`src/sv/nwh_pkg.sv`:
```
package nwh_pkg;

    localparam int MAX_LEN   = 64;
    localparam int FRAC_BITS = 16;
    localparam int AW        = $clog2(MAX_LEN);
    localparam int CW        = AW + 1;
    localparam int QDEPTH    = 4;
    localparam int QAW       = $clog2(QDEPTH);

    localparam logic [29:0] STAGE_K     = 30'd759250125;
    localparam int          STAGE_SHIFT = 30;

    typedef logic signed [31:0] sample_t;
    typedef logic [CW-1:0]      count_t;
    typedef logic [AW-1:0]      addr_t;

    typedef struct packed {
        sample_t sample;
        logic    is_final;
        logic    keep;
    } qword_t;

    typedef enum logic [2:0] {
        ST_LOAD,
        ST_RD_A,
        ST_RD_B,
        ST_MUL,
        ST_WR,
        ST_OUT
    } back_state_t;

    function automatic count_t pow2_below(input count_t n);
        count_t p;
        p = count_t'(1);
        for (int i = 1; i < CW; i++)
        begin
            if (n[i])
            begin
                p = count_t'(1) << i;
            end
        end
        return p;
    endfunction

endpackage

```
`src/sv/nwh_queue.sv`:
```
module nwh_queue
    import nwh_pkg::*;
(
    input  logic   clk,
    input  logic   rst_n,
    input  logic   push,
    input  qword_t wdata,
    input  logic   ovr_in,
    input  logic   pop,
    output logic   empty,
    output logic   full,
    output qword_t rdata,
    output logic   ovr_out
);

    qword_t        mem_reg [QDEPTH];
    logic          ovm_reg [QDEPTH];
    logic [QAW-1:0] wp_reg, rp_reg;
    logic [QAW:0]   n_reg;

    assign empty   = (n_reg == '0);
    assign full    = (n_reg == (QAW+1)'(QDEPTH));
    assign rdata   = mem_reg[rp_reg];
    assign ovr_out = ovm_reg[rp_reg];

    always_ff @(posedge clk)
    begin
        if (push)
        begin
            mem_reg[wp_reg] <= wdata;
            ovm_reg[wp_reg] <= ovr_in;
        end
    end

    always_ff @(posedge clk or negedge rst_n)
    begin
        if (!rst_n)
        begin
            wp_reg <= '0;
            rp_reg <= '0;
            n_reg  <= '0;
        end
        else
        begin
            if (push)
            begin
                wp_reg <= wp_reg + 1'b1;
            end
            if (pop)
            begin
                rp_reg <= rp_reg + 1'b1;
            end
            n_reg <= n_reg + (QAW+1)'(push) - (QAW+1)'(pop);
        end
    end

    property p_no_overflow;
        @(posedge clk) disable iff (!rst_n) full |-> !push;
    endproperty
    a_no_overflow: assert property (p_no_overflow) else $error("queue overflow");

    property p_no_underflow;
        @(posedge clk) disable iff (!rst_n) empty |-> !pop;
    endproperty
    a_no_underflow: assert property (p_no_underflow) else $error("queue underflow");

endmodule

```
`config.mk`:
```
export PLATFORM = sky130hd
export DESIGN_NAME = nwh_queue
export DESIGN_NICKNAME = d
export VERILOG_FILES = /design/src/sv/nwh_pkg.sv /design/src/sv/nwh_queue.sv
export SDC_FILE = /design/constraint.sdc
export NUM_CORES = 1
export LEC_CHECK = 0
export ABC_AREA = 1
export BUFFER_PORTS_ARGS = -buffer_cell sky130_fd_sc_hd__buf_2
export CAP_MARGIN = 20
export CORE_UTILIZATION = 52
export DETAILED_ROUTE_END_ITERATION = 7
export PLACE_DENSITY = 0.84
export SKIP_CTS_REPAIR_TIMING = 1
export SYNTH_ARGS = -nofsm -noshare
export SYNTH_HDL_FRONTEND = slang
export SYNTH_SLANG_ARGS = --single-unit
export TNS_END_PERCENT = 30
```
`constraint.sdc`:
```
create_clock -name clk -period 1.9 [get_ports clk]
set_input_delay 0.38 -clock clk [delete_from_list [all_inputs] [get_ports clk]]
set_output_delay 0.38 -clock clk [all_outputs]
set_load 0.03 [all_outputs]
```
* Yosys cells after proc, flatten, opt, wreduce, memory -nomap -nowiden
Memories as Yosys holds them, arrays and structs flattened.
Index checks and enable logic that the tools add are counted.
** Word-level totals
- Output and inout port bits :: 37
- Bits in writable memories :: 140
- Word-level logic and storage cells :: 13
- Memories kept :: 2
- Bits in registers :: 7
- Bits in read-only memories :: 0
- Bits in latches :: 0
- Bits of input ports :: 39
** Operators by class
- Reductions and logical operators :: 1
- Equal/unequal tests :: 1
- Mux-type cells :: 2
- Div/mod/pow operators :: 0
- Bitwise gates (word level) :: 0
- Multiply operators :: 0
- Shift-type cells :: 0
- Magnitude comparators :: 0
- Add/subtract/negate cells :: 4
** Memories
- mem_reg :: depth 4, width 34, rd ports 1, clocked after Yosys merged registers in 0, wr ports 1, line nwh_queue.sv:16 : qword_t mem_reg [QDEPTH];
- ovm_reg :: depth 4, width 1, rd ports 1, clocked after Yosys merged registers in 0, wr ports 1, line nwh_queue.sv:17 : logic ovm_reg [QDEPTH];
** Operators with widths (count)
- $add 2x1->2 const B :: 2
- $add 3x1->3 :: 1
- $eq 3x3->1 const B :: 1
- $logic_not 3->1 :: 1
- $sub 3x1->3 :: 1
- $mux 1 :: 2

* Logic depth before layout (Yosys ltp)
Gate-level depths: netlist (run 1).
- Word-level depth :: 2
- Depth in mapped cells :: 8
- Gate-level depth less buffers :: 8

* Worst setup path after synthesis (run 1)
Ideal clock, no wire load.
- Path kind :: reg2reg
- Start :: reg wp_reg[0]
- End :: mem mem_reg[0][0] (netlist bit), enable pin
- Arrival time :: 1.354 ns
- Buffers on the path :: 0
- Required time :: 1.510 ns
- Slack :: 0.156 ns
- Clock period less this slack :: 1.744 ns
- Cell stages (with the launch flop) :: 5
- Library setup time :: 0.390 ns
- Cells stage by stage :: dfrtp_1 inv_1 ha_1 nand2_1 inv_1
** RTL lines
- start: declaration :: line nwh_queue.sv:18 : logic [QAW-1:0] wp_reg, rp_reg;
- start signal: assignment :: line nwh_queue.sv:47 : wp_reg <= wp_reg + 1'b1;
- end: declaration :: line nwh_queue.sv:16
No word-level cell before the write port.

==> results summary, run 1 <==
The routability congestion estimate came out at around 0.74. The aggregate negative setup slack is -3520 ps. The number of warnings issued by yosys came out at 0. The initial antenna violation count came out at 1.

The endpoint required time on the critical path came out at 1520 ps. The H-tree depth is 4. The flow ran to the end, but the final reports show violations.

Ranked by total cell area, the synthesized netlist is headed by edfxtp_1, nand2_1, inv_1. The number of max-capacitance violations reported is 0. Entering global routing, the biggest net connects 71 pins.

The total number of placement rows came out at 39. The maximum operating frequency came out at 483 MHz. TritonCTS built the clock tree. The register with the most flip-flops in the layout has 136 of them. The number of distinct standard cells referenced by the synthesized netlist came out at 16.

The share of synthesized area in the top cell type comes to 66.3%. For the pin with the worst max-slew slack, the measured transition is 340 ps. The met3 track demand over resource in global routing is 7.13%. The detail-routed via count per cell came out at approximately 5.2.

The count of cells along the worst hold path came out at 1. Setup violations remaining at the end of the flow were counted as 35. For this design, the slowest cell found on the critical path is dfrtp_2. Summing all multi-input logic gate instances after layout gives 0.00137 sq mm. The count of antenna-violating nets left after detailed routing is 0. In this run the worst path has a maximum fanout of 8. The cell that appears most often on the critical path is nand2_1. The part of the Yosys area used for sequential elements came out at 69.0%. The number of port buffers is 75.

The pre-antenna-repair detailed-routing pass consisted of 5 iterations. For this run, global-route usage on met2 was measured as ~37%. The fraction of final layout cells sized beyond drive strength 1 is 26.0%. Once routing completed, OpenROAD measured the worst setup slack at -171 ps. The worst setup path is captured at an output port. The number of instances in the synthesized netlist came out at 594. The register bit count reported by yosys is 147. The logic depth of the worst setup path including buffers came out at 6. The power density of the placed cells came out at 1810 mW/mm^2. The initial cell density of the core came out at 54.4%.

The die outline height came out at 112 um. The synthesized area came out at 0.00634 sq mm. The critical path in this run is classified as reg2out. The final hold violation count is 0. The worst reg-to-reg path cell count came out at 5. The total DRC errors in the routed layout is 0.

The combined buffer and inverter count along the critical path came out at 3. The number of nets in the layout came out at 732. The classification of the worst-slack hold path is in2reg.

The signal arrival time at the worst endpoint came out at between 1500 and 2000 ps. The number of global-route vias before repair was 4,309. In the global route stage, met1 resource usage came out at between 20% and 30%. The global-route wire length before repair is 20.5 mm. The post-detailed-route wirelength per cell came out at 17.4 um. The worst clock skew is approximately 3.3 ps. The critical path startpoint category is a flop. The final max-slew violation count is 0. Traced cell by cell, the critical path runs through buf_12, clkbuf_16, nand2_1, nand3_1, nand2_1, buf_6.

The number of fill cells came out at about 730. Across the VDD grid, the largest voltage drop is 0.00105 V. The final reports fail on setup timing. The storage element area came out at approximately 0.0044 sq mm. After the first detailed-routing iteration, the DRC count stood at 461. The final global-route overflow total came out at 0. The estimated wirelength of the detail-placed design came out at 7.52 mm.

The area overhead of the layout relative to synthesis is 26.7%. The top cell types in the final layout, fill and taps aside, are nand2_1, inv_1, edfxtp_1. The clock latency reported for the late side of the worst-skew pair is 410 ps. The root buffer cell chosen for the clock tree is clkbuf_16.

The die footprint came out at 0.0126 sq mm. The clock period minus final worst setup slack is 2070 ps. The mean area per synthesized cell came out at 10.7 sq um.

After detailed routing, the total wire length is 14.6 mm. The final worst-path cycle share is 109%. No sink is reached through more buffers than the 2 on the longest clock path.

The floorplan die width came out at between 100 and 150 um. The total number of vias is 4,417. Broken down by cell family, the worst path's largest delay share belongs to buffers and inverters. The antenna diode count is 0. The library cell used most frequently in the layout, excluding fill and tap cells, is nand2_1. The TritonCTS buffer count came out at 17.

Global routing used 21.7% of the available tracks across all layers. The clock transition time at the flip-flop clock pins of the worst setup and hold paths came out at ~60 ps. The leakage power total came out at 3.76 nW. The net count after synthesis is 640. Setup repair after global routing could not meet its margin everywhere.

The largest incremental delay on the critical path is 470 ps. In this run the tightest slew margin relative to its limit is 77.3%. The I/O pin count came out at 76. The most heavily used metal layer in global routing is met2. Across all hold checks on the routed design, the worst slack comes to 181 ps.

The number of clock sinks is 147. The placeable core region came out at approximately 0.012 sq mm. The largest total area in the synthesized netlist belongs to edfxtp_1.
[power breakdown]
group | internal [mW] | total [mW] | switching [mW]
Clock | 2.39 | 3.61 | 1.21
Sequential | 4.26 | 4.51 | 0.255
Combinational | 2.28 | 6.40 | 4.12
Total | 8.93 | 14.5 | 5.59
[final timing paths]
| path | startpoint | to | slack, ps |
|---|---|---|---|
| worst max-delay path | rp_reg[0] | rdata[2] | -170 |
| worst min-delay path | wdata[21] | mem_reg[0][21] | 180 |
| worst max register to register | wp_reg[0] | mem_reg[2][17] | 310 |
| worst min register to register | wp_reg[0] | wp_reg[0] | 560 |
| max in group asynchronous | rst_n | rp_reg[0] | 1390 |
| min in group asynchronous | rst_n | rp_reg[1] | 330 |
[cells in the mapped netlist]
library cell and count:
edfxtp_1 140, buf_6 7, inv_6 1, dfrtp_1 7
nand3_1 71, o21ai_0 1, clkbuf_2 1, ha_1 6
nand2_1 186, buf_4 12, inv_1 152, buf_2 3
nor3_1 2, inv_4 1, fa_1 1, xor2_1 3
[final cells by class]
| type | count | share of cell area, % |
|---|---|---|
| Sequential cell | 147 | 54.5 |
| Timing Repair inverter | 1 | 0.249 |
| Clock inverter | 10 | 2.24 |
| Clock buffer | 22 | 5.77 |
| Multi-Input combinational cell | 270 | 17.0 |
| Tap cell | 143 | 2.23 |
| Inverter | 154 | 7.44 |
| Timing Repair Buffer | 95 | 10.6 |
[through the flow]
stage               instances  setup WS, ps  utilization [%]  instance area, sq um  total power, mW
floorplan                 594           156                -                  6340             8.11
detailed placement        801           164             58.9                  6860             9.39
finish                    842          -171             68.9                  8040             14.5
global placement          801           172             58.9                  6860             9.23
global route              842          -195             68.9                  8040             15.2
CTS                       833          -328             64.4                  7510             13.0
[cells by family after synthesis]
kind of cell             count (synthesis)  share of synthesized area (%)
buffers and inverters                  177                           12.2
adder cells (fa/ha/maj)                  7                           1.50
AO/OA/AOI/OAI                            1                         0.0788
flip-flops                             147                           69.0
XOR/XNOR                                 3                          0.414
AND/OR/NAND/NOR                        259                           16.8
[per-layer routing]
metal | share of wire [%] | wire [um]
met2 | 51 | 7500
met1 | 37 | 5470
met4 | 2.1 | 311
met5 | 0.096 | 14
met3 | 9.0 | 1310
(Power assumes the default switching activity.)
==> inputs of run 2 (changes only) <==
Settings changed: CAP_MARGIN 20 to 0, CORE_ASPECT_RATIO set to 0.9.
==> results summary, run 2 (synthesized netlist as in run 1, its figures left out) <==
The run finished, with violations left. The final reports fail on setup timing. The die outline height came out at 107 um (-5.0%). The clock period minus final worst setup slack came to 2050 ps (-17.5 ps). The peak supply drop is 0.00111 V (+5.5%). The worst path setup slack after routing is -153 ps (+17.5 ps). The share of the core filled with cells in the final layout came out at 69.1% (+0.16 points). The final worst-path cycle share is 108% (-0.92 points). The area overhead of the layout relative to synthesis is 27.1%. The largest net degree at the start of global routing is 51 (-28%). The DRC marker count from the first detailed-route iteration came out at 352 (-24%). The placeable core region was 0.0117 sq mm (about the same). The floorplan die width was 118 um (+5.3%).

STA classifies the critical path startpoint as a flop. The power density of the placed cells came out at 1810 mW/mm^2 (+0.33%). The H-tree depth is 4 (unchanged). The clock latency reported for the late side of the worst-skew pair came out at 420 ps (about the same). The post-detailed-route wirelength per cell is 16.8 um (-3.1%). The largest incremental delay on the critical path came out at 480 ps (about the same). The critical path goes through buf_12, buf_8, clkinv_8, nand2_2, nand3_2, nand2_2, buf_6. The total routing usage reported by global routing was 21.3% (-0.36 points). The worst-path maximum fanout is 8 (unchanged). The leakage power total is 3.78 nW (+0.51%). The number of port buffers is 75 (unchanged). The flip-flop count of the largest register after layout came out at 136 (unchanged).

The final max-slew violation count came out at 0 (unchanged). TritonCTS built the clock tree. The estimated wirelength of the detail-placed design came out at 7.45 mm (-0.97%). The most common cell after layout, fill and taps aside is nand2_1. The detail-routed via count per cell came to 5.07 (-3.4%). The initial antenna violation count is 0 (-1). The fraction of final layout cells sized beyond drive strength 1 was 25.0% (-1.1 points). The final setup violation count was 35 (unchanged). The total DRC errors in the routed layout is 0 (unchanged).

The final hold violation count was 0 (unchanged). Setup repair after global routing could not meet its margin everywhere. The cell occurring most often along the worst timing path is nand2_2.

The routability congestion estimate was 0.776 (+5.4%). The number of nets in the layout is 739 (+0.96%). The signal arrival time at the worst endpoint came out at 1670 ps (-20 ps). The initial cell density of the core came out at 54.4% (about the same).

The clock transition time at the flip-flop clock pins of the worst setup and hold paths came out at 60 ps (about the same). The total number of placement rows is 37 (-5.1%). The I/O pin count is 76 (unchanged). The maximum number of buffers from clock root to sink came to 2 (unchanged). The sum of routed wire length over all layers came out at 14.5 mm (-0.81%).

The die footprint was 0.0126 sq mm (about the same). The count of antenna-violating nets left after detailed routing came out at 0 (unchanged). STA classifies the critical path endpoint as an output port. In the layout the commonest cells are nand2_1, inv_1, edfxtp_1. The total number of vias was 4,370 (-1.1%). The critical path class is reg2out. The maximum operating frequency is 487 MHz (+0.85%). The final global-route overflow total came out at 0 (unchanged). The pin slew with the least headroom to its limit came to 314 ps (-26.4 ps).

The global-route wire length before repair is 20.1 mm (-2.1%). The tightest slew margin relative to the limit came out at 79.1% (+1.8 points). The number of detailed-route iterations in the first pass is 5 (unchanged).

The TritonCTS buffer count is 17 (unchanged). The worst clock skew is 7.22 ps (+3.88 ps). The endpoint required time on the critical path came out at 1520 ps (about the same). The overall power of the completed layout is 14.6 mW (+0.59%). The slowest cell on the critical path is dfrtp_2. The number of max-capacitance violations reported came out at 0 (unchanged). The number of clock sinks is 147 (unchanged).

The cell at the root of the clock tree is clkbuf_16. The number of global-route vias before repair is 4,309 (unchanged). The classification of the worst-slack hold path is in2reg.
-- run 2: cell count changes in the layout (fill, tap and decap cells not counted), moves of 3 or more --
cell | previous run | this run
nand3_1 | 53 | 56
buf_4 | 6 | 20
nand3_2 | 18 | 15
nand2_2 | 31 | 24
clkinv_1 | 0 | 4
buf_2 | 48 | 42
nand2_1 | 154 | 161
-- run 2: worst paths after layout --
check,start,endpoint,slack (ps),depth (start not counted)
worst max-delay path,rp_reg[0],rdata[25],-150,7
worst min-delay path,wdata[14],mem_reg[1][14],180,1
worst max register to register,n_reg[0],n_reg[2],350,8
worst min register to register,wp_reg[0],wp_reg[0],520,1
max in group asynchronous,rst_n,rp_reg[0],1390,2
min in group asynchronous,rst_n,n_reg[0],330,2
-- run 2: per-layer routing --
metal	share of wire (%)	up-vias	wire length [um]	track usage (%)
met2	52	216	7590	36.8
li1	-	2041	-	-
met5	0	-	0	0
met4	2.0	0	284	11.6
met3	8.0	28	1160	5.59
met1	38	2085	5460	24.5
-- run 2: layout make-up --
cell class	instances	area [sq um]
diodes	1	2.50
clock buffers	18	429
clock inverters	13	214
fillers	751	3600
inverters	154	598
multi-input cells	270	1330
flip-flops and latches	147	4380
well taps	156	195
repair buffers	100	875
repair inverters	3	33.8
-- run 2: per-stage QoR --
step / hold slack, ps / setup slack [ps] / cell area (sq um) / cells / setup TNS, ps
after global routing: 170 / -194 / 8060 / 861 / -6010
after CTS: -215 / -211 / 7540 / 847 / -5360
final: 179 / -153 / 8060 / 862 / -4160
after floorplan: 84.4 / 156 / 6340 / 594 / 0
after global placement: 217 / 276 / 6900 / 816 / 0
after detailed placement: 228 / 235 / 6900 / 816 / 0
-- run 2: critical path, delay by kind of cell, from the launching register on --
family | cells | cell delay (ps)
buffers and inverters | 4 | 540
flip-flops | 1 | 480
AND/OR/NAND/NOR | 3 | 230
-- run 2: where the power goes --
part           total, mW  switching (mW)  leakage [nW]  internal (mW)
clock network       3.66            1.22         0.314           2.43
registers           4.50           0.237          1.37           4.26
logic               6.45            4.10          2.10           2.35
