==> src/sv/nwh_pkg.sv <==
package nwh_pkg;

    localparam int MAX_LEN   = 64;
    localparam int FRAC_BITS = 16;
    localparam int AW        = $clog2(MAX_LEN);
    localparam int CW        = AW + 1;
    localparam int QDEPTH    = 4;
    localparam int QAW       = $clog2(QDEPTH);

    localparam logic [29:0] STAGE_K     = 30'd759250125;
    localparam int          STAGE_SHIFT = 30;

    typedef logic signed [31:0] sample_t;
    typedef logic [CW-1:0]      count_t;
    typedef logic [AW-1:0]      addr_t;

    typedef struct packed {
        sample_t sample;
        logic    is_final;
        logic    keep;
    } qword_t;

    typedef enum logic [2:0] {
        ST_LOAD,
        ST_RD_A,
        ST_RD_B,
        ST_MUL,
        ST_WR,
        ST_OUT
    } back_state_t;

    function automatic count_t pow2_below(input count_t n);
        count_t p;
        p = count_t'(1);
        for (int i = 1; i < CW; i++)
        begin
            if (n[i])
            begin
                p = count_t'(1) << i;
            end
        end
        return p;
    endfunction

endpackage

==> src/sv/nwh_front.sv <==
module nwh_front
    import nwh_pkg::*;
(
    input  logic    clk,
    input  logic    rst_n,
    input  logic    start,
    input  sample_t sample_in,
    input  logic    is_final,
    input  logic    q_full,
    output logic    q_push,
    output qword_t  q_word,
    output logic    overrun
);

    count_t cnt_reg, cnt_next;
    logic   ovr_reg, ovr_next;
    logic   keep;

    assign keep = (cnt_reg < count_t'(MAX_LEN));
    assign q_push = start && !q_full;
    assign q_word = '{sample: sample_in, is_final: is_final, keep: keep};

    always_comb
    begin
        cnt_next = cnt_reg;
        ovr_next = ovr_reg;
        if (q_push)
        begin
            if (is_final)
            begin
                cnt_next = '0;
                ovr_next = 1'b0;
            end
            else if (keep)
            begin
                cnt_next = cnt_reg + count_t'(1);
            end
            else
            begin
                ovr_next = 1'b1;
            end
        end
    end

    // overrun for the final word, including a drop of the final word itself
    assign overrun = ovr_reg || !keep;

    always_ff @(posedge clk or negedge rst_n)
    begin
        if (!rst_n)
        begin
            cnt_reg <= '0;
            ovr_reg <= 1'b0;
        end
        else
        begin
            cnt_reg <= cnt_next;
            ovr_reg <= ovr_next;
        end
    end

    property p_cnt_bound;
        @(posedge clk) disable iff (!rst_n) cnt_reg <= count_t'(MAX_LEN);
    endproperty
    a_cnt_bound: assert property (p_cnt_bound) else $error("count past capacity");

    property p_final_clears;
        @(posedge clk) disable iff (!rst_n) (q_push && is_final) |=> (cnt_reg == '0);
    endproperty
    a_final_clears: assert property (p_final_clears) else $error("count not cleared");

    property p_drop_sets;
        @(posedge clk) disable iff (!rst_n)
            (q_push && !keep && !is_final) |=> ovr_reg;
    endproperty
    a_drop_sets: assert property (p_drop_sets) else $error("overrun not set");

endmodule

==> config.mk <==
export PLATFORM = sky130hd
export DESIGN_NAME = nwh_front
export DESIGN_NICKNAME = d
export VERILOG_FILES = /design/src/sv/nwh_pkg.sv /design/src/sv/nwh_front.sv
export SDC_FILE = /design/constraint.sdc
export NUM_CORES = 1
export LEC_CHECK = 0
export BUFFER_PORTS_ARGS = -buffer_cell sky130_fd_sc_hd__buf_4
export CORE_UTILIZATION = 38
export DETAILED_ROUTE_END_ITERATION = 12
export HOLD_SLACK_MARGIN = 0.12
export PLACE_DENSITY = 0.93
export SYNTH_ARGS = -nofsm -noshare
export SYNTH_HDL_FRONTEND = slang
export SYNTH_SLANG_ARGS = --single-unit
==> constraint.sdc <==
create_clock -name clk -period 2.1 [get_ports clk]
set_input_delay 0.105 -clock clk [delete_from_list [all_inputs] [get_ports clk]]
set_output_delay 0.105 -clock clk [all_outputs]
set_load 0.1 [all_outputs]
### After elaboration in Yosys (flattened, before gate mapping)

Index checks and enable logic that the tools add are counted.

| cells by class | value |
|---|---|
| add/sub/neg operators | 1 |
| magnitude comparators | 1 |
| eq/ne operators | 1 |
| muxes and demuxes | 4 |
| reductions and logical operators | 7 |

Operators by type and width:

| operator | number |
|---|---|
| two-way mux 7 bit | 2 |
| adder 7 x 1 -> 7 bit, second input constant | 1 |
| < comparator 7 bit, second input constant | 1 |
| AND reduction 2 bit | 2 |
| logical NOT 1 bit | 2 |
| two-way mux 1 bit | 2 |
| != test 2 x 1 -> 1 bit, second input constant | 1 |
| nonzero test 2 bit | 1 |
| logical AND 1 bit | 1 |
| logical OR 1 bit | 1 |

| storage, ports and cells | value |
|---|---|
| register bits | 8 |
| bits of input ports | 37 |
| output and inout port bits | 36 |
| logic and storage cells | 16 |

### Logic depth before layout (Yosys ltp)

Gate-level depths: netlist (run 1).

| depth | value |
|---|---|
| word-level depth | 3 |
| depth in mapped cells | 5 |
| gate-level depth less buffers | 4 |

### Worst setup path before layout (run 1)

No wires, ideal clock.

| timing | value |
|---|---|
| path type | register -> register |
| start | register cnt_reg[6] |
| end | register cnt_reg[5] |
| library setup time | 69 ps |
| arrival time | 1184 ps |
| data required time | 2031 ps |
| setup slack | 847 ps |
| cell stages (with the launch flop) | 5 |
| path buffers | 1 |
| period minus slack after synthesis | 1253 ps |
| path through | dfrtp_1 buf_6 nand4b_4 or4b_1 nand3_1 |

| on the way | value |
|---|---|
| word-level cells in the longest chain between the ends | 3 |

Ends and longest elaborated chain:

| item | RTL line | source |
|---|---|---|
| from (decl) | nwh_front.sv:15 | `count_t cnt_reg, cnt_next;` |
| from (signal assigned) | nwh_front.sv:57 | `cnt_reg <= cnt_next;` |
| from (signal assigned) | nwh_front.sv:63 | `@(posedge clk) disable iff (!rst_n) cnt_reg <= count_t'(MAX_LEN);` |
| < comparator 7 bit | nwh_front.sv:19 | `assign keep = (cnt_reg < count_t'(MAX_LEN));` |
| nonzero test 2 bit (no line) | n/a |  |
| AND reduction 2 bit (no line) | n/a |  |

No other way between the ends.
A chain may end at the register's enable or synchronous reset.

### Worst setup path in the final report (run 1)

| timing | value |
|---|---|
| start | register cnt_reg[6] |
| end | output port overrun |

| on the way | value |
|---|---|
| word-level cells in the longest chain between the ends | 3 |

Ends and longest elaborated chain:

| item | RTL line | source |
|---|---|---|
| < comparator 7 bit | nwh_front.sv:19 |  |
| logical NOT 1 bit | nwh_front.sv:46 | `assign overrun = ovr_reg \|\| !keep;` |
| logical OR 1 bit | nwh_front.sv:46 |  |
| to (decl) | nwh_front.sv:12 | `output logic overrun` |

No other way between the ends.

==> results of run 1 <==
where the power goes:
part / total [mW] / internal (mW) / switching, mW
Clock: 0.122 / 0.0657 / 0.0567
Combinational: 0.139 / 0.0548 / 0.0840
Sequential: 0.224 / 0.182 / 0.0421
Total: 0.485 / 0.302 / 0.183
worst max-delay path, cell delays in order (launching register included):
cell     delay [ns]
dfrtp_1        0.47
or2_2          0.32
buf_4          0.23
placed cells by master, fill, tap and decap left out, types with 2 or more instances in the layout:
cell / n
nor2_1: 2
inv_1: 2
dlygate4sd3_1: 2
nor4_1: 2
nand3_1: 2
nor2b_1: 3
dfrtp_1: 8
a221o_1: 2
a21oi_1: 3
buf_4: 8
clkbuf_4: 3
o21ai_0: 2
nand2_1: 4
cell families after synthesis:
logic type	share of synthesized area
buffers and inverters	0.397
AND/OR/NAND/NOR	0.190
AO/OA/AOI/OAI	0.112
flip-flops	0.271
multiplexers	0.0136
adder cells (fa/ha/maj)	0.0169
per-stage QoR:
stage	setup WS (ns)	util	total power, mW	instances	area, um2
5_1_grt	0.666	0.335	0.514	83	591
6_report	0.714	0.335	0.485	83	591
4_1_cts	0.708	0.335	0.488	83	591
3_3_place_gp	0.822	0.311	0.354	78	548
2_1_floorplan	0.847	-	0.618	82	738
3_5_place_dp	0.784	0.311	0.361	78	548
worst max path at each step:
stage,to,slack [ns],cells past startpoint
floorplan,cnt_reg[5]$_DFFE_PN0P_,0.85,4
global placement,cnt_reg[5]$_DFFE_PN0P_,0.82,3
detailed placement,cnt_reg[5]$_DFFE_PN0P_,0.78,3
CTS,overrun,0.71,2
global route,overrun,0.67,2
finish,overrun,0.71,2
area by class of cell:
class,count,area share
multi-input cells,34,0.415
flip-flops and latches,8,0.339
repair buffers,10,0.136
well taps,25,0.0530
clock buffers,3,0.0381
inverters,3,0.0191
metal layers:
metal / track usage / vias up / share of wire
met2: 0.186 / 30 / 0.45
met3: 0.0431 / 11 / 0.13
met4: 0.124 / 0 / 0.050
met1: 0.125 / 203 / 0.37
met5: 0 / - / 0
li1: - / 195 / -
==> results by group, run 1 <==
Cells and area
  • Multi-input logic area: 245 um2
  • Nets@finish: 98
  • Fillers: 198
  • Share of layout cells above drive strength 1: 0.259
  • Ant. Diodes: 0
  • Area delta synth->final: -20.0%
  • Register area: 200 um2
  • Max reg flops: 7

Pwr
  • Maximum VDD drop: 259 uV
  • Pwr per Cell Area: 822 nW/um2
  • P_leak: 0.269 nW

Routing
  • DRT iter0 DRCs: 29
  • Drt total wl: 1.19 mm
  • DRC violations left: 0
  • Via count: 439
  • Pre-antenna DRT Iters: 4
  • Detail Route Antenna Nets: 0
  • DR WL/cell: 14.3 um
  • Vias/cell: 5.29

Worst setup path
  • Worst reg2reg setup slack: 0.77 ns
  • Critical path type: flop to primary output
  • Worst setup path startpoint: cnt_reg[6]$_DFFE_PN0P_
  • Reg-to-reg critical path endpoint: cnt_reg[5]$_DFFE_PN0P_
  • Crit path capture type: primary output
  • Arr. time, crit path: 1.28 ns
  • Setup crit start kind: flop
  • CP Data Required Time: 2.00 ns
  • Crit Reg-Reg Startpoint: cnt_reg[6]$_DFFE_PN0P_
  • R2R depth: 3
  • CP max FO: 9

Clocking
  • Clock-pin slew of the registers on the worst-case setup and hold paths: 0.06 ns
  • Setup Buffers After CTS: 0
  • CTS max path bufs: 2
  • Latest clock arrival within the worst-skew pair: 0.26 ns
  • Root buffer cell: clkbuf_4
  • Hold_buf cts: 2
  • Post-CTS Resized: 0
  • CTS tree: done
  • CTS Buf Count: 3
  • H-tree depth: 1
  • CTS Sinks: 8

Global route
  • Pin count of the biggest net entering global routing: 14
  • Grt ovf: 0
  • Total global-route track usage: 0.122
  • First-pass GRT wire length: 1.74 mm
  • Vias in the first global route: 404
  • Initial antenna violation count: 0

Synth
  • Mapped cell area: 738 um2
  • Leading area contributor after synthesis: buf_4
  • Synth unique cells: 28
  • Post-synth EDFFs: 0
  • Register area share after synthesis: 0.271
  • Yosys top cell area share: 0.346
  • Ys Warns: 0
  • Flops & latches, synth: 8
  • Syn nets: 120
  • Main synth FF type: dfrtp_1
  • Post-Syn Instances: 82
  • Syn Area/Cell: 9.00 um2
  • Synth async-reset ratio: 1.00
  • Top-count cell post-synth: buf_4
  • Top post-synthesis cells by count: 34 x buf_4, 8 x dfrtp_1, 4 x nand2_1
  • Area contributors post-synth: buf_4 35%, dfrtp_1 27%, nand4b_4 3.2%, buf_6 3.1%, a221o_1 2.7%

Die
  • Die ar.: 2120 um2
  • Row count: 15
  • IO Pins: 73
  • Core area: 1760 um2
  • Die Height: 46.1 um
  • Initial Utilization: 0.418
  • Die W: 46.1 um

STA
  • Sum Neg Setup Slack: 0 ns
  • Tcrit/Tclk final: 0.660
  • Hold WS: 0.193 ns
  • Clk_skew: 0.00112 ns
  • Final Slew Violations: 0
  • RSZ-0062 raised after global routing: false
  • Fmax: 0.722 GHz
  • Final setup viols: 0
  • Final Hold Fails: 0
  • Max_slew headroom: 0.743
  • Worst-margin pin slew: 0.385 ns
  • Period minus WS final: 1.39 ns

Hold path
  • Hold endpoint: cnt_reg[1]$_DFFE_PN0P_
  • WHS Path Cells: 4
  • HP Class: primary input to flop
  • Hold Startpoint: start

Flow run
  • Max-cap violations: 0

Placement
  • Detailed-placement wirelength estimate: 879 um
  • GPL Wtd Cong: 0.803
  • # port buffers: 8

Run status
  • Status: finished clean
No activity file was read; power rests on OpenSTA's default activity.
==> run 2: changes to the inputs <==
--- a/config.mk
+++ b/config.mk
@@ -5,11 +5,12 @@
 export SDC_FILE = /design/constraint.sdc
 export NUM_CORES = 1
 export LEC_CHECK = 0
+export ABC_AREA = 1
 export BUFFER_PORTS_ARGS = -buffer_cell sky130_fd_sc_hd__buf_4
-export CORE_UTILIZATION = 38
+export CORE_UTILIZATION = 35
 export DETAILED_ROUTE_END_ITERATION = 12
 export HOLD_SLACK_MARGIN = 0.12
-export PLACE_DENSITY = 0.93
+export PLACE_DENSITY = 0.89
 export SYNTH_ARGS = -nofsm -noshare
 export SYNTH_HDL_FRONTEND = slang
 export SYNTH_SLANG_ARGS = --single-unit
==> constraint.sdc (replaced) <==
create_clock -name clk -period 1.4 [get_ports clk]
set_input_delay 0.07 -clock clk [delete_from_list [all_inputs] [get_ports clk]]
set_output_delay 0.07 -clock clk [all_outputs]
set_load 0.1 [all_outputs]
==> run 2 against run 1 <==
Worst setup slack got worse by 0.63 ns. Largest cell class unchanged. First-iteration DRC count decreased by 93%. Final area down 0.85%. Sequential power up 24%. Critical endpoint is now q_push.
==> results by group, run 2 <==
Global route
  • Vias in the first global route: 425 (was 404)
  • Initial antenna violation count: 0 (unchanged)
  • Total global-route track usage: 0.123 (was 0.122)
  • First-pass GRT wire length: 1.74 mm (unchanged)
  • Grt ovf: 0 (unchanged)
  • Pin count of the biggest net entering global routing: 9 (was 14)

Synth
  • Flops & latches, synth: 8 (unchanged)
  • Mapped cell area: 707 um2 (was 738 um2)
  • Syn Area/Cell: 7.60 um2 (was 9.00 um2)
  • Top-count cell post-synth: buf_4 (unchanged)
  • Top post-synthesis cells by count: 34 x buf_4, 17 x nand2_1, 9 x inv_1 (was 34 x buf_4, 8 x dfrtp_1, 4 x nand2_1)
  • Ys Warns: 0 (unchanged)
  • Post-synth EDFFs: 0 (unchanged)
  • Leading area contributor after synthesis: buf_4 (unchanged)
  • Area contributors post-synth: buf_4 36%, dfrtp_1 28%, nand2_1 9.0%, inv_1 4.8%, nand3_1 2.8% (was buf_4 35%, dfrtp_1 27%, nand4b_4 3.2%, buf_6 3.1%, a221o_1 2.7%)
  • Synth async-reset ratio: 1.00 (unchanged)
  • Synth unique cells: 17 (was 28)
  • Yosys top cell area share: 0.361 (was 0.346)
  • Post-Syn Instances: 93 (was 82)
  • Syn nets: 131 (was 120)
  • Register area share after synthesis: 0.283 (was 0.271)
  • Main synth FF type: dfrtp_1 (unchanged)

Cells and area
  • Commonest non-fill, non-tap cell in the layout: nand2_1
  • Register area: 200 um2 (unchanged)
  • Max reg flops: 7 (unchanged)
  • Ant. Diodes: 0 (unchanged)
  • Fillers: 204 (was 198)
  • Core Util, Final: 0.325 (was 0.335)
  • Area delta synth->final: -17.2% (was -20.0%)
  • Share of layout cells above drive strength 1: 0.236 (was 0.259)
  • Most frequent cells in the layout: 17 x nand2_1, 9 x inv_1, 8 x dfrtp_1, 8 x buf_4, 4 x nand3_1 (was 8 x dfrtp_1, 8 x buf_4, 4 x nand2_1)
  • Multi-input logic area: 210 um2 (was 245 um2)
  • Final Instance Area: 586 um2 (was 591 um2)
  • Nets@finish: 112 (was 98)

STA
  • Final Slew Violations: 0 (unchanged)
  • Final Worst Setup Slack: 0.0808 ns (was 0.714 ns)
  • Period minus WS final: 1.32 ns
  • Tcrit/Tclk final: 0.942
  • Final Hold Fails: 0 (unchanged)
  • Worst-margin pin slew: 0.276 ns (was 0.385 ns)
  • Sum Neg Setup Slack: 0 ns (unchanged)
  • Final setup viols: 0 (unchanged)
  • Clk_skew: 0.00439 ns (was 0.00112 ns)
  • Max_slew headroom: 0.815 (was 0.743)
  • Fmax: 0.758 GHz
  • RSZ-0062 raised after global routing: false (unchanged)

Die
  • Die ar.: 2200 um2 (was 2120 um2)
  • IO Pins: 73 (unchanged)
  • Row count: 15 (unchanged)
  • Core area: 1800 um2 (was 1760 um2)
  • Die W: 46.9 um (was 46.1 um)
  • Die Height: 46.9 um (was 46.1 um)
  • Initial Utilization: 0.392 (was 0.418)

Routing
  • Pre-antenna DRT Iters: 4 (unchanged)
  • DRT iter0 DRCs: 2 (was 29)
  • DR WL/cell: 11.5 um (was 14.3 um)
  • Via count: 465 (was 439)
  • Drt total wl: 1.12 mm (was 1.19 mm)
  • Detail Route Antenna Nets: 0 (unchanged)
  • DRC violations left: 0 (unchanged)
  • Vias/cell: 4.79 (was 5.29)

Pwr
  • P_leak: 0.284 nW (was 0.269 nW)
  • Maximum VDD drop: 398 uV (was 259 uV)
  • Pwr per Cell Area: 981 nW/um2 (was 822 nW/um2)

Clocking
  • CTS tree: done (unchanged)
  • H-tree depth: 1 (unchanged)
  • Setup Buffers After CTS: 0 (unchanged)
  • Root buffer cell: clkbuf_4 (unchanged)
  • Hold_buf cts: 2 (unchanged)
  • CTS Sinks: 8 (unchanged)
  • Post-CTS Resized: 0 (unchanged)
  • CTS max path bufs: 2 (unchanged)
  • Latest clock arrival within the worst-skew pair: 0.26 ns (about the same)
  • CTS Buf Count: 3 (unchanged)

Worst setup path
  • Setup crit start kind: primary input (was flop)
  • Arr. time, crit path: 1.25 ns (was 1.28 ns)
  • Critical path type: primary input to primary output (was flop to primary output)
  • Crit path capture type: primary output (unchanged)
  • CP max FO: 3 (was 9)
  • CP Data Required Time: 1.33 ns (was 2.00 ns)

Placement
  • # port buffers: 8 (unchanged)
  • Pre-CTS setup slack: 0.271 ns (was 0.784 ns)
  • Detailed-placement wirelength estimate: 818 um (was 879 um)
  • Placed instance area: 543 um2 (was 548 um2)
  • GPL Wtd Cong: 0.833 (was 0.803)

Run status
  • Status: finished clean (unchanged)

Flow run
  • Max-cap violations: 0 (unchanged)

Hold path
  • HP Class: primary input to primary output (was primary input to flop)
[run 2: layer usage]
layer	vias to the layer above	wire length [um]	global-route usage
li1	216	-	-
met1	213	393	0.124
met2	26	508	0.178
met3	10	132	0.0462
met4	0	86	0.149
met5	-	0	0
[run 2: path summary, 6_finish.rpt]
kind | endpoint | startpoint | cells past startpoint | slack [ns]
worst max-delay path | q_push | q_full | 4 | 0.08
worst min-delay path | q_word[10] | sample_in[8] | 0 | 0.14
worst max register to register | cnt_reg[4]$_DFFE_PN0P_ | cnt_reg[0]$_DFFE_PN0P_ | 7 | 0.26
worst min register to register | ovr_reg$_DFFE_PN0P_ | ovr_reg$_DFFE_PN0P_ | 2 | 0.52
max in group asynchronous | cnt_reg[2]$_DFFE_PN0P_ | rst_n | 2 | 1.10
min in group asynchronous | ovr_reg$_DFFE_PN0P_ | rst_n | 2 | 0.16
[run 2: power by group]
part / switching [mW] / internal (mW) / leakage, nW / total (mW)
sequential: 0.0250 / 0.253 / 0.109 / 0.278
clock: 0.0824 / 0.0984 / 0.0138 / 0.181
combinational: 0.0735 / 0.0418 / 0.160 / 0.115
[run 2: per-stage QoR]
| stage | total power, mW | std cells | hold slack (ns) |
|---|---|---|---|
| after floorplan | 0.787 | 93 | -0.226 |
| after global placement | 0.384 | 92 | -0.109 |
| after detailed placement | 0.393 | 92 | -0.105 |
| after CTS | 0.589 | 97 | 0.134 |
| after global routing | 0.612 | 97 | 0.140 |
| final | 0.574 | 97 | 0.140 |
[run 2: logic make-up (layout without fill, tap and decap cells)]
logic type	Yosys count	count (layout)	synth area share
AO/OA/AOI/OAI	9	9	0.0867
flip-flops	8	8	0.283
buffers and inverters	45	24	0.419
adder cells (fa/ha/maj)	1	1	0.0177
AND/OR/NAND/NOR	30	30	0.193
[run 2: worst max-delay path: stages]
cell	delay (ns)
dlygate4sd3_1	0.57
buf_4	0.16
nor2_4	0.14
buf_4	0.31
[run 2: cell type report]
cell class,count,share of cell area
repair buffers,10,0.137
clock buffers,3,0.0385
inverters,11,0.0705
well taps,25,0.0534
flip-flops and latches,8,0.342
multi-input cells,40,0.359
